--- src/sv/gcl_pkg.sv ---
// Shared constants, types and helpers for the viewer grid cell locator.
// No dependencies; the other files that use it refer to it by scoped names.
`default_nettype none

package gcl_pkg;

	localparam int GRID_DEPTH = 8;
	localparam int MAX_SIDE   = 32;

	localparam int POS_W   = 32;
	localparam int EXT_W   = POS_W + 3;
	localparam int CNT_W   = 6;
	localparam int NUM_W   = POS_W + CNT_W;
	localparam int STEP_W  = $clog2(CNT_W);
	localparam int CELL_W  = 15;
	localparam int TBL_DEPTH = 1024;
	localparam int TBL_AW  = $clog2(TBL_DEPTH);
	localparam int IDX_W   = 3;

	localparam logic [CNT_W:0]   MAX_SIDE_V   = (CNT_W + 1)'(MAX_SIDE);
	localparam logic [CNT_W-1:0] GRID_DEPTH_V = CNT_W'(GRID_DEPTH);

	localparam logic MODE_LOCATE = 1'b0;
	localparam logic MODE_COLUMN = 1'b1;

	typedef enum logic [IDX_W-1:0] {
		REG_MIN_X, REG_MIN_Y, REG_MIN_Z, REG_MAX_X, REG_MAX_Y, REG_MAX_Z,
		REG_CELLS_X, REG_CELLS_Y
	} cfg_reg_t;

	typedef struct packed {
		logic             start;
		logic [NUM_W-1:0] num;
		logic [POS_W-1:0] den;
	} div_req_t;

	typedef struct packed {
		logic busy;
		logic done;
	} div_sts_t;

	function automatic logic signed [EXT_W-1:0] sext(input logic signed [POS_W-1:0] v);
		sext = {{(EXT_W - POS_W){v[POS_W-1]}}, v};
	endfunction

endpackage

`default_nettype wire

--- src/sv/gcl_div.sv ---
// Restoring divider, one quotient bit per cycle, for the cell index of one axis.
// Depends on gcl_pkg for widths and the request and status structs.
`default_nettype none

module gcl_div (
	input  wire logic                     clk,
	input  wire logic                     arst_n,
	input  wire gcl_pkg::div_req_t        req,
	output gcl_pkg::div_sts_t             sts,
	output logic [gcl_pkg::CNT_W-1:0]     quo
);

	logic                         busy_q;
	logic                         done_q;
	logic [gcl_pkg::STEP_W-1:0]   step_q;
	logic [gcl_pkg::NUM_W-1:0]    rem_q;
	logic [gcl_pkg::NUM_W-1:0]    den_sh_q;
	logic [gcl_pkg::CNT_W-1:0]    quo_q;
	logic                         take;

	// quotient never exceeds the cell count, so CNT_W bits cover it
	assign take = (rem_q >= den_sh_q);

	always_ff @(posedge clk or negedge arst_n) begin
		if (!arst_n) begin
			busy_q <= 1'b0;
			done_q <= 1'b0;
			step_q <= '0;
		end else begin
			done_q <= 1'b0;
			if (req.start) begin
				busy_q <= 1'b1;
				step_q <= gcl_pkg::STEP_W'(gcl_pkg::CNT_W - 1);
			end else if (busy_q) begin
				if (step_q == '0) begin
					busy_q <= 1'b0;
					done_q <= 1'b1;
				end else begin
					step_q <= step_q - gcl_pkg::STEP_W'(1);
				end
			end
		end
	end

	always_ff @(posedge clk) begin
		if (req.start) begin
			rem_q    <= req.num;
			den_sh_q <= gcl_pkg::NUM_W'(req.den) << (gcl_pkg::CNT_W - 1);
			quo_q    <= '0;
		end else if (busy_q) begin
			if (take) begin
				rem_q <= rem_q - den_sh_q;
			end
			den_sh_q <= den_sh_q >> 1;
			quo_q    <= {quo_q[gcl_pkg::CNT_W-2:0], take};
		end
	end

	assign sts.busy = busy_q;
	assign sts.done = done_q;
	assign quo      = quo_q;

endmodule

`default_nettype wire

--- config.mk ---
export PLATFORM = sky130hd
export DESIGN_NAME = gcl_div
export DESIGN_NICKNAME = d
export VERILOG_FILES = /design/src/sv/gcl_pkg.sv /design/src/sv/gcl_div.sv
export SDC_FILE = /design/constraint.sdc
export NUM_CORES = 1
export LEC_CHECK = 0
export BUFFER_PORTS_ARGS = -buffer_cell sky130_fd_sc_hd__buf_2
export CAP_MARGIN = 20
export CORE_MARGIN = 2
export CORE_UTILIZATION = 53
export CTS_BUF_LIST = sky130_fd_sc_hd__clkbuf_16
export CTS_CLUSTER_SIZE = 25
export DETAILED_ROUTE_END_ITERATION = 10
export GPL_ROUTABILITY_DRIVEN = 0
export PLACE_DENSITY = 0.86
export SLEW_MARGIN = 20
export SYNTH_ARGS = -nofsm -noshare
export SYNTH_HDL_FRONTEND = slang
export SYNTH_SLANG_ARGS = --single-unit
--- constraint.sdc ---
create_clock -name clk -period 3 [get_ports clk]
set_input_delay 0.15 -clock clk [delete_from_list [all_inputs] [get_ports clk]]
set_output_delay 0.15 -clock clk [all_outputs]
set_load 0.1 [all_outputs]
Yosys cells after proc, flatten, opt, wreduce, memory -nomap -nowiden
Index checks and enable logic that the tools add are counted.

cells by class
  reductions and logical operators = 5
  equality and inequality tests = 1
  $lt $le $gt $ge = 1
  mux-type cells = 14
  $add $sub $neg = 2

operators with widths
  operator             number
  $mux 38              3
  $mux 37              2
  $ge 38x37->1         1
  $sub 38x37->38       1
  $mux 3               3
  $mux 1               6
  $reduce_and 2->1     2
  $reduce_bool 2->1    2
  $logic_not 3->1      1
  $sub 3x1->3 const B  1
  $ne 2x2->1 const B   1

storage, ports and cells
  word-level logic and storage cells = 30
  register bits = 86
  output and inout bits = 8
  bits of input ports = 73

Logic depth before layout (Yosys ltp)
  depth after elaboration = 4
  depth in mapped cells = 10

Worst setup path before layout
OpenSTA, ideal clock, no wires.

  path kind = reg2reg
  start = register rem_q[0] (netlist bit)
  end = register rem_q[0] (netlist bit) (enable)
  clock period less this slack = 3.163 ns
  setup slack = -0.163 ns
  arrival = 2.769 ns
  cell stages (with the launch flop) = 11
  cell sequence = edfxtp_1 inv_1 ha_1 fa_1 nor2b_1 o211ai_1 a21oi_1 a211o_1 a211oi_2 o21ai_1 a21o_1

on the way
  cells in the longest elaborated chain, start to end = 3

RTL lines
  element                      line           RTL
  start, declared              gcl_div.sv:16  logic [gcl_pkg::NUM_W-1:0] rem_q;
  start signal, assigned       gcl_div.sv:47  rem_q <= req.num;
  start signal, assigned       gcl_div.sv:52  rem_q <= rem_q - den_sh_q;
  $ge 38x37->1                 gcl_div.sv:22  assign take = (rem_q >= den_sh_q);
  $reduce_bool 2->1 (no line)  n/a
  $reduce_and 2->1 (no line)   n/a

Every way passes these cells.
A chain may end at the register's enable or synchronous reset.

Final worst setup path
  start = register rem_q[23] (netlist bit)
  end = register rem_q[10] (netlist bit) (enable)

Same word-level chain as after synthesis.

==> metrics.md <==
| Metric | Value |
|---|---|
| DR vias/cell | roughly 5.8 |
| Number of global-route vias before repair | slightly above 5000 |
| Final Hold Fails | 0 |
| Register Area | ~0.0024 mm^2 |
| Finished Cell Area | ~0.007 mm^2 |
| IO Pins | 81 |
| Warnings from Yosys | 0 |
| Initial Util | a little over half |
| Yosys reg bits | 86 |
| Most common cell on crit path | a21o_2 |
| Fillers | 1001 |
| Leak pwr | between 3 and 4 nW |
| Area Overhead vs Synth | 13.26% |
| Die X | 112.0 um |
| Post-synthesis sequential area ratio | about two fifths |
| Minimum period implied by the final worst setup slack | around 2.8 ns |
| Die span in y | 112.0 um |
| HP Class | in -> reg |
| Final worst setup slack | 0.1635 ns |
| # clock sinks | 86 |
| Synthesized net count | between 800 and 900 |
| Endpoints failing setup | 0 |
| CTS tree | built |
| Outcome | completed |
| Fin crit share | between 90 and 100% |
| Global-route wire length before repair | between 20000 and 25000 um |
| Commonest non-fill, non-tap cell in the layout | nand2_1 |
| Initial antenna violation count | 0 |
| Top_reg_cell synth | edfxtp_1 |
| CP Launch Type | register |
| Htree depth | 3 |
| First drt pass iteration count | 5 |
| Crit end category | register |
| Routed len/inst | about 16 um |
| Root buf cell | clkbuf_16 |
| DR iter-0 viols | around 380 |
| Die Footprint | ~0.013 mm^2 |
| GR Overflow Total | 0 |
| Post-Route WL | ~15000 um |
| Worst path required time | between 3 and 4 ns |
| CP Max Fanout | 10 |
| Drc violations | 0 |
| Worst-path cell chain | ha_1, a21o_1, a21o_2, a2111oi_1, a211oi_1, a211oi_2, o21ai_1, a21o_2, buf_4 |
| Unrepaired setup endpoints after global routing | false |
| Clock Latency Late Sink | around 0.35 ns |
| Mapped Avg Cell Area | around 8.7 um^2 |
| CTS buffer count | 9 |
| Clock buffer depth | 2 |
| Post-CTS setup buffer count | 0 |
| Post-Place Worst Slack | approximately 0.12 ns |
| Power, Total | 7.329 mW |
| # diodes | 0 |
| Most frequent cells in the layout | nand2_1, buf_2, edfxtp_1 |
| Setup_tns | 0 ns |
| Slew HR | between 40% and 50% |
| Pwr Density | around 1000 mW/mm^2 |
| Fmax achieved | 352.5 MHz |
| Setup Skew | a little under 0.008 ns |
| CP Class | reg -> reg |
| Row count | 39 |
| Slowest CP cell | a2111oi_1 |
| I/O Buffers | 80 |
| Worst slew pin tran | about 0.86 ns |
| Count of pins over their slew limit | 0 |
| Max stage delay on crit path | about 0.40 ns |
| Clock slew at reported path FFs | about 0.060 ns |
| Post-DP Area | ~0.0067 mm^2 |
| Post-synthesis cell area | around 0.0062 mm^2 |
| Core Region | about 0.011 mm^2 |
| Pin count of the biggest net entering global routing | around 100 |
| Ys async rst share | under 10% |
| Multi-input gate area | ~0.0034 mm^2 |
| Gr usage total | 24.08% |
| Worst VDD drop | 0.5912 mV |
| Max-cap viol count | 0 |
| Mapped Cells | ~710 |
| Routed Antenna Nets | 0 |
| Synth unique cells | 74 |
| DP HPWL | 10670 um |
| Number of synthesized flops with an enable pin | 70 |
| Final net count | 885 |
| Layout cell share with drive strength beyond 1 | between 15 and 20% |
| Via count | between 5000 and 6000 |
| CP arrival | ~3 ns |
-- flip-flops by register name, summed over array words and instances, names as in the netlist --
register / flops
rem_q: 38
den_sh_q: 37
quo: 6
step_q: 3
busy_q: 1
done_q: 1
-- routing by layer --
layer,vias to the layer above,GRT usage [%],part of all wire (%)
li1,2673,-,-
met4,0,9.106,1.5
met1,2492,32.21,46
met3,15,4.790,5.9
met5,-,0,0
met2,165,38.95,46
-- kinds of logic (layout without fill, tap and decap cells) --
kind of cell / count (synthesis) / count (layout) / synth area share [%]
AO/OA/AOI/OAI: 221 / 221 / 23.45
XOR/XNOR: 26 / 26 / 3.686
adder cells (fa/ha/maj): 40 / 40 / 8.222
buffers and inverters: 97 / 165 / 6.116
flip-flops: 86 / 86 / 39.61
multiplexers: 14 / 14 / 2.369
AND/OR/NAND/NOR: 225 / 225 / 16.55
-- through the flow --
stage,instances,hold slack [ns],utilization [%]
global placement,903,-0.03124,58.69
detailed placement,903,-0.02672,58.69
CTS,920,0.06963,61.24
global route,920,0.08407,61.29
floorplan,709,-0.1456,-
finish,920,0.07885,61.29
-- power by group --
group | internal (mW) | switching (mW)
clock network | 0.632 | 0.457
logic | 1.69 | 2.59
registers | 1.81 | 0.152
total | 4.13 | 3.20
-- worst paths after layout --
| check | startpoint | endpoint | slack (ns) | cells past startpoint |
|---|---|---|---|---|
| setup / recovery | rem_q[23] | rem_q[10] | 0.16 | 9 |
| hold / removal | req[6] | den_sh_q[11] | 0.08 | 3 |
| setup reg to reg | rem_q[23] | rem_q[10] | 0.16 | 9 |
| hold reg to reg | quo[5] | quo[5] | 0.50 | 2 |
| max in group asynchronous | arst_n | step_q[1] | 2.71 | 2 |
| min in group asynchronous | arst_n | step_q[0] | 0.15 | 2 |
-- what timing repair did --
| action | in CTS | in global routing |
|---|---|---|
| endpoints found under the setup margin | 0 | 38 |
| gates resized for setup | 0 | 3 |
| hold buffers | 1 | 0 |
| hold endpoints to repair | 5 | 0 |
-- cell usage after synthesis, types with 4 or more instances --
cell type	number	area [um^2]
nand4_1	11	68.82
a21oi_1	43	215.2
nand3_1	10	50.05
buf_2	4	20.02
o21ai_1	11	55.05
or2_2	5	31.28
and3_1	6	37.54
dfrtp_1	5	125.1
o21bai_1	6	45.04
clkbuf_1	30	112.6
nand2_1	127	476.7
and2_1	7	43.79
xor2_1	14	122.6
nor3_1	8	40.04
edfxtp_1	70	2102
xnor2_1	12	105.1
o21ai_0	68	340.3
a31oi_1	9	56.30
a21o_1	24	180.2
a211oi_1	5	37.54
o211ai_1	5	37.54
a311oi_1	4	35.03
nor2_1	32	120.1
ha_1	39	488.0
mux2i_1	12	120.1
inv_1	57	214.0
o31ai_1	4	30.03
dfxtp_1	11	220.2
-- cell type report --
cell class / count / share of cell area [%]
clock buffer: 9 / 3.218
timing repair buffer: 91 / 7.331
inverter: 58 / 3.111
multi-input combinational: 526 / 48.01
sequential: 86 / 34.97
tap: 143 / 2.557
clock inverter: 7 / 0.8046
-- worst max-delay path: cells and delay by family, from the launching register on --
family / cells / cell delay [ns]
AO/OA/AOI/OAI: 7 / 1.62
adder cells (fa/ha/maj): 1 / 0.39
buffers and inverters: 1 / 0.20
flip-flops: 1 / 0.38
(Power assumes the default switching activity.)
